<file path="src/hw/rtl/hsb_pkg.sv">
`timescale 1ns / 1ps

package hsb_pkg;

    // Channel and result widths
    localparam int CHANNEL_BITS = 8;
    localparam int HUE_BITS     = 15;

    // Hue fraction quotient: 3840 * |delta| / dif never exceeds 3840
    localparam int HUE_Q_BITS   = 12;
    localparam int HUE_SCALE    = 60 * 64;

    // Partial remainder widths of the two divisions
    localparam int HREM_W       = CHANNEL_BITS + HUE_Q_BITS;
    localparam int SREM_W       = 2 * CHANNEL_BITS;

    // One quotient bit of each division per cell
    localparam int STAGES       = (HUE_Q_BITS > CHANNEL_BITS) ? HUE_Q_BITS : CHANNEL_BITS;

    // Input register, cell row, output register
    localparam int PIPE_LATENCY = STAGES + 2;

    // Sector base hues in 1/64 degree
    localparam logic [HUE_BITS-1:0] HUE_BASE_RED   = HUE_BITS'(0);
    localparam logic [HUE_BITS-1:0] HUE_BASE_GREEN = HUE_BITS'(120 * 64);
    localparam logic [HUE_BITS-1:0] HUE_BASE_BLUE  = HUE_BITS'(240 * 64);
    localparam logic [HUE_BITS-1:0] HUE_BASE_WRAP  = HUE_BITS'(360 * 64);
    localparam logic [HUE_BITS-1:0] HUE_MAX        = HUE_BITS'(360 * 64 - 1);

    typedef struct packed {
        logic [CHANNEL_BITS-1:0] red;
        logic [CHANNEL_BITS-1:0] green;
        logic [CHANNEL_BITS-1:0] blue;
    } pixel_t;

    typedef struct packed {
        logic [HUE_BITS-1:0]     hue;
        logic [CHANNEL_BITS-1:0] saturation;
        logic [CHANNEL_BITS-1:0] brightness;
    } hsb_t;

    // Data handed from cell to cell
    typedef struct packed {
        logic [HREM_W-1:0]       hue_rem;
        logic [SREM_W-1:0]       sat_rem;
        logic [CHANNEL_BITS-1:0] dif;
        logic [CHANNEL_BITS-1:0] mx;
        logic [STAGES-1:0]       hue_q;
        logic [STAGES-1:0]       sat_q;
        logic [HUE_BITS-1:0]     base;
        logic                    neg;
        logic                    flat;
    } cell_data_t;

endpackage

</file>
<file path="src/hw/rtl/hsb_front.sv">
`timescale 1ns / 1ps

module hsb_front (
    input  logic                clk,
    input  logic                rst_n,
    input  logic                in_valid,
    input  hsb_pkg::pixel_t     in_pixel,
    output logic                out_valid,
    output hsb_pkg::cell_data_t out_data
);
    import hsb_pkg::*;

    logic [CHANNEL_BITS-1:0] mx;
    logic [CHANNEL_BITS-1:0] mn;
    logic [CHANNEL_BITS-1:0] pos;
    logic [CHANNEL_BITS-1:0] negv;
    logic [CHANNEL_BITS:0]   delta;
    logic [CHANNEL_BITS-1:0] mag;
    logic [HUE_BITS-1:0]     base;
    logic                    valid_reg;
    cell_data_t              data_reg;
    cell_data_t              data_next;

    // Find largest and smallest channel
    always_comb
    begin
        mx = in_pixel.red;
        mn = in_pixel.red;
        if (in_pixel.green > mx) mx = in_pixel.green;
        if (in_pixel.blue > mx)  mx = in_pixel.blue;
        if (in_pixel.green < mn) mn = in_pixel.green;
        if (in_pixel.blue < mn)  mn = in_pixel.blue;
    end

    // Pick sector: green first, then blue, then red
    always_comb
    begin
        if (in_pixel.green == mx)
        begin
            base = HUE_BASE_GREEN;
            pos  = in_pixel.blue;
            negv = in_pixel.red;
        end
        else if (in_pixel.blue == mx)
        begin
            base = HUE_BASE_BLUE;
            pos  = in_pixel.red;
            negv = in_pixel.green;
        end
        else if (in_pixel.blue > in_pixel.green)
        begin
            base = HUE_BASE_WRAP;
            pos  = in_pixel.green;
            negv = in_pixel.blue;
        end
        else
        begin
            base = HUE_BASE_RED;
            pos  = in_pixel.green;
            negv = in_pixel.blue;
        end
        delta = {1'b0, pos} - {1'b0, negv};
        mag   = delta[CHANNEL_BITS] ? CHANNEL_BITS'(-delta) : delta[CHANNEL_BITS-1:0];
    end

    // Prepare both dividends
    always_comb
    begin
        data_next.dif     = mx - mn;
        data_next.mx      = mx;
        data_next.hue_rem = HREM_W'(mag) * HREM_W'(HUE_SCALE);
        data_next.sat_rem = (SREM_W'(data_next.dif) << CHANNEL_BITS) - SREM_W'(data_next.dif);
        data_next.hue_q   = '0;
        data_next.sat_q   = '0;
        data_next.base    = base;
        data_next.neg     = delta[CHANNEL_BITS];
        data_next.flat    = (mx == mn);
    end

    // Hold valid flag
    always_ff @(posedge clk or negedge rst_n)
    begin
        if (!rst_n)
            valid_reg <= 1'b0;
        else
            valid_reg <= in_valid;
    end

    // Capture beat
    always_ff @(posedge clk)
    begin
        data_reg <= data_next;
    end

    assign out_valid = valid_reg;
    assign out_data  = data_reg;

endmodule

</file>
<file path="src/hw/rtl/hsb_cell.sv">
`timescale 1ns / 1ps

module hsb_cell #(
    parameter int SHIFT = 0
) (
    input  logic                clk,
    input  logic                rst_n,
    input  logic                in_valid,
    input  hsb_pkg::cell_data_t in_data,
    output logic                out_valid,
    output hsb_pkg::cell_data_t out_data
);
    import hsb_pkg::*;

    logic       hue_bit;
    logic       sat_bit;
    logic       valid_reg;
    cell_data_t data_reg;
    cell_data_t data_next;

    // Settle one quotient bit of hue and of saturation
    always_comb
    begin
        hue_bit   = (in_data.hue_rem >> SHIFT) >= HREM_W'(in_data.dif);
        sat_bit   = (in_data.sat_rem >> SHIFT) >= SREM_W'(in_data.mx);
        data_next = in_data;
        if (hue_bit)
            data_next.hue_rem = in_data.hue_rem - (HREM_W'(in_data.dif) << SHIFT);
        if (sat_bit)
            data_next.sat_rem = in_data.sat_rem - (SREM_W'(in_data.mx) << SHIFT);
        data_next.hue_q = {in_data.hue_q[STAGES-2:0], hue_bit};
        data_next.sat_q = {in_data.sat_q[STAGES-2:0], sat_bit};
    end

    // Advance valid flag
    always_ff @(posedge clk or negedge rst_n)
    begin
        if (!rst_n)
            valid_reg <= 1'b0;
        else
            valid_reg <= in_valid;
    end

    // Hand beat to the next cell
    always_ff @(posedge clk)
    begin
        data_reg <= data_next;
    end

    assign out_valid = valid_reg;
    assign out_data  = data_reg;

endmodule

</file>
<file path="src/hw/rtl/rgb_to_hsb_converter.sv">
`timescale 1ns / 1ps

// Channel  | Handshake            | Payload
// ---------+----------------------+----------------------------------------
// pixel in | start (busy always 0)| pixel.red, pixel.green, pixel.blue
// result   | done, one cycle      | result.hue, result.saturation,
//          |                      | result.brightness
//
// One pixel is taken every cycle; each result passes through the input
// register, 12 divider cells and the output register. The cell row does
// one quotient bit of hue and of saturation per cell, so its length sets
// the latency. Reset clears only the valid flags. The receiver cannot
// stall: done lasts one cycle per result.

module rgb_to_hsb_converter (
    input  logic            clk,
    input  logic            rst_n,
    input  logic            start,
    output logic            busy,
    input  hsb_pkg::pixel_t pixel,
    output logic            done,
    output hsb_pkg::hsb_t   result
);
    import hsb_pkg::*;

    logic       valid_chain [STAGES+1];
    cell_data_t data_chain  [STAGES+1];
    cell_data_t last;
    logic [HUE_Q_BITS-1:0] frac;
    logic       round_up;
    logic       done_reg;
    hsb_t       result_reg;
    hsb_t       result_next;

    assign busy = 1'b0;

    // Prepare dividends
    hsb_front u_front (
        .clk      (clk),
        .rst_n    (rst_n),
        .in_valid (start),
        .in_pixel (pixel),
        .out_valid(valid_chain[0]),
        .out_data (data_chain[0])
    );

    // Row of divider cells, most significant quotient bit first
    for (genvar k = 0; k < STAGES; k++)
    begin : g_cell
        hsb_cell #(
            .SHIFT(STAGES - 1 - k)
        ) u_cell (
            .clk      (clk),
            .rst_n    (rst_n),
            .in_valid (valid_chain[k]),
            .in_data  (data_chain[k]),
            .out_valid(valid_chain[k+1]),
            .out_data (data_chain[k+1])
        );
    end

    // Apply sector base and sign; gray and black give zero hue and saturation
    always_comb
    begin
        last     = data_chain[STAGES];
        frac     = last.hue_q[HUE_Q_BITS-1:0];
        round_up = (last.hue_rem != '0);
        if (last.neg)
            result_next.hue = last.base - HUE_BITS'(frac) - HUE_BITS'(round_up);
        else
            result_next.hue = last.base + HUE_BITS'(frac);
        result_next.saturation = last.sat_q[CHANNEL_BITS-1:0];
        result_next.brightness = last.mx;
        if (last.flat)
        begin
            result_next.hue        = '0;
            result_next.saturation = '0;
        end
    end

    // Drive result strobe
    always_ff @(posedge clk or negedge rst_n)
    begin
        if (!rst_n)
            done_reg <= 1'b0;
        else
            done_reg <= valid_chain[STAGES];
    end

    // Hold result beat
    always_ff @(posedge clk)
    begin
        result_reg <= result_next;
    end

    assign done   = done_reg;
    assign result = result_reg;

endmodule

</file>
<file path="config.mk">
export PLATFORM = sky130hd
export DESIGN_NAME = rgb_to_hsb_converter
export DESIGN_NICKNAME = d
export VERILOG_FILES = /design/src/hw/rtl/hsb_pkg.sv /design/src/hw/rtl/hsb_front.sv /design/src/hw/rtl/hsb_cell.sv /design/src/hw/rtl/rgb_to_hsb_converter.sv
export SDC_FILE = /design/constraint.sdc
export NUM_CORES = 1
export LEC_CHECK = 0
export BUFFER_PORTS_ARGS = -buffer_cell sky130_fd_sc_hd__buf_4
export CAP_MARGIN = 5
export CORE_MARGIN = 5
export CORE_UTILIZATION = 45
export CTS_BUF_LIST = sky130_fd_sc_hd__clkbuf_8
export CTS_CLUSTER_SIZE = 40
export DETAILED_ROUTE_END_ITERATION = 10
export HOLD_SLACK_MARGIN = 0.1
export PLACE_DENSITY_LB_ADDON = 0.2
export SLEW_MARGIN = 20
export SYNTH_ARGS = -nofsm -noshare
export SYNTH_HDL_FRONTEND = slang
export SYNTH_HIERARCHICAL = 1
export SYNTH_SLANG_ARGS = --single-unit
</file>
<file path="constraint.sdc">
create_clock -name clk -period 9.8 [get_ports clk]
set_clock_uncertainty 0.1 [all_clocks]
set_input_delay 2.94 -clock clk [delete_from_list [all_inputs] [get_ports clk]]
set_output_delay 2.94 -clock clk [all_outputs]
set_load 0.005 [all_outputs]
</file>
==> metrics.txt <==
DR WL met3=2990 µm; Largest stage delay, worst path=0.55 ns; final net count=4374; Clock Root Buffer=clkbuf_8; met1 WL=32900 µm; Die Y=307 µm; largest net degree at the start of global routing=34; worst reg2reg path depth=14; Via density=4.84; Setup crit start kind=primary input; Detail Route Antenna Nets=0; kind of critical path=in -> reg; crit path max fanout=11; Final Cycle Share=1.02; worst slew pin tran=0.933 ns; final WL=71200 µm; Syn Area/Cell=10.7 µm²; met2 routed WL=33500 µm; Post-Syn Instances=3714; core region area=87000 µm²; Die ar.=94000 µm²; worst path arrival time=10.62 ns; Post-Layout Cell Count=5299; hold path depth=0; R2R Setup Slk=5.58 ns; FP Rows=108; Max Buffers Root-to-Sink=3; CTS H-tree depth=4; failing checks=setup timing; Clock Latency Late Sink=0.79 ns; uppermost layer routed=met4; initial antenna violation count=2; post-layout min period=10.0 ns; # IOs=60; WP buf/inv=8; RSZ-0062 raised after global routing=yes; synth warn=6; Starting DRT DRC Count=1148; max-slew violations=0; die width=307 µm; CP most frequent cell=a21oi_2; final setup fails=4; first-pass GRT wire length=120000 µm; CP endpoint kind=flop; Levels on crit path=45; status=finished with violations; critical path's slowest cell=fa_1; grt total ovfl=0; family with the most delay on the worst path=compound AO/OA/AOI/OAI gates; number of flip-flops in the largest register=918; Synth Cell Area=39600 µm²; CTS buffer count=161; FF-to-FF Start=g_cell[11].u_cell/out_data[87]$_DFF_P_; Hold Path Class=reg -> reg; CP endpoint=u_front/out_data[92]$_DFF_P_; Inst Count DP=4996; Via Count=25600; Syn-to-layout area delta=16.2%; gpl congestion=0.873; initial core utilization=0.455; final hold vios=0; Worst Slack Setup Final=-0.196 ns; layout cells sized above 1=0.168; Clock Pin Slew Worst Setup and Hold Paths=0.06 ns; GRT Total Usage=0.151; DRC viols=0; Worst R2R End=result[30]$_SDFF_PP0_; post-DP HPWL=53000 µm; FMAX=0.100 GHz; drt pass-1 iters=5; vias in the first global route=25400; fillcell total=7791; wire length per cell=13.4 µm; clock sinks=1013; I/O Buffers=58; CTS tree=done; Worst Path Required=10.42 ns; max-cap check violation count=0; Critical Path Start=pixel[17]; Slew HR=0.376
==> routing by layer <==
| metal | GRT usage | vias to the layer above |
|---|---|---|
| li1 | - | 13400 |
| met1 | 0.192 | 11600 |
| met2 | 0.253 | 445 |
| met3 | 0.0333 | 140 |
| met4 | 0.0572 | 0 |
| met5 | 0 | - |
==> how the worst min path moves through the flow <==
stage | startpoint | to
floorplan | u_front/out_data[0]$_DFF_P_ | g_cell[0].u_cell/out_data[0]$_DFF_P_
global placement | g_cell[11].u_cell/out_data[42]$_DFF_P_ | result[1]$_DFF_P_
detailed placement | g_cell[9].u_cell/out_data[22]$_DFF_P_ | g_cell[10].u_cell/out_data[23]$_DFF_P_
CTS | g_cell[5].u_cell/out_data[17]$_DFF_P_ | g_cell[6].u_cell/out_data[18]$_DFF_P_
global route | g_cell[5].u_cell/out_data[17]$_DFF_P_ | g_cell[6].u_cell/out_data[18]$_DFF_P_
finish | g_cell[5].u_cell/out_data[17]$_DFF_P_ | g_cell[6].u_cell/out_data[18]$_DFF_P_
==> final cells by class <==
class | count | area (µm²) | share of cell area
multi-input combinational | 2280 | 17900 | 0.388
antenna | 2 | 5.00 | 0.000109
sequential | 1013 | 20400 | 0.443
clock inverter | 87 | 689 | 0.0150
tap | 1155 | 1450 | 0.0314
inverter | 359 | 1360 | 0.0295
timing repair buffer | 206 | 1570 | 0.0341
clock buffer | 197 | 2710 | 0.0590
==> layout by cell type (no fill, tap or decap), types with 45 or more instances in the layout <==
cell type,count
o21ai_1,47
nand3_1,63
a211oi_1,52
xor2_1,110
xnor2_1,122
inv_1,383
nand2b_1,45
nor2b_1,47
a21o_1,68
nor3_1,64
nand2_1,146
o21ai_0,130
nor2_1,207
a21oi_1,175
ha_1,278
clkbuf_8,197
dfxtp_1,998
buf_4,201
==> worst reg2reg max path: stages, from the launching register on <==
cell      delay, ns
dfxtp_1        0.30
nor4_1         0.34
and3_1         0.23
nand3_1        0.16
fa_1           0.56
inv_1          0.05
ha_1           0.20
or2_2          0.31
fa_1           0.39
nand2b_1       0.18
a31o_2         0.28
a21oi_1        0.27
o21ai_0        0.14
a22oi_1        0.17
mux2_2         0.40
==> stage by stage <==
step	util	instance area, µm²	setup TNS (ns)	setup slack (ns)	hold WS [ns]
after floorplan	-	39900	-3.44	-0.837	0.210
after global routing	0.528	46000	-2.80	-0.697	0.207
after detailed placement	0.485	42200	-7.66	-1.24	0.212
after global placement	0.485	42200	-6.33	-1.05	0.210
final	0.528	46000	-0.428	-0.196	0.207
after CTS	0.527	45900	-0.179	-0.117	0.209
==> timing repair <==
item | 4_1_cts | 5_1_grt
pin swaps | 24 | 17
buffers inserted | 13 | 4
endpoints found under the hold margin | 0 | 0
endpoints found under the setup margin | 4 | 7
hold buffers | 0 | 0
gates resized for setup | 36 | 15
Power is left out: the tool's default activity adds up to more than one toggle a clock period on the data nets, which glitch-free logic cannot reach.
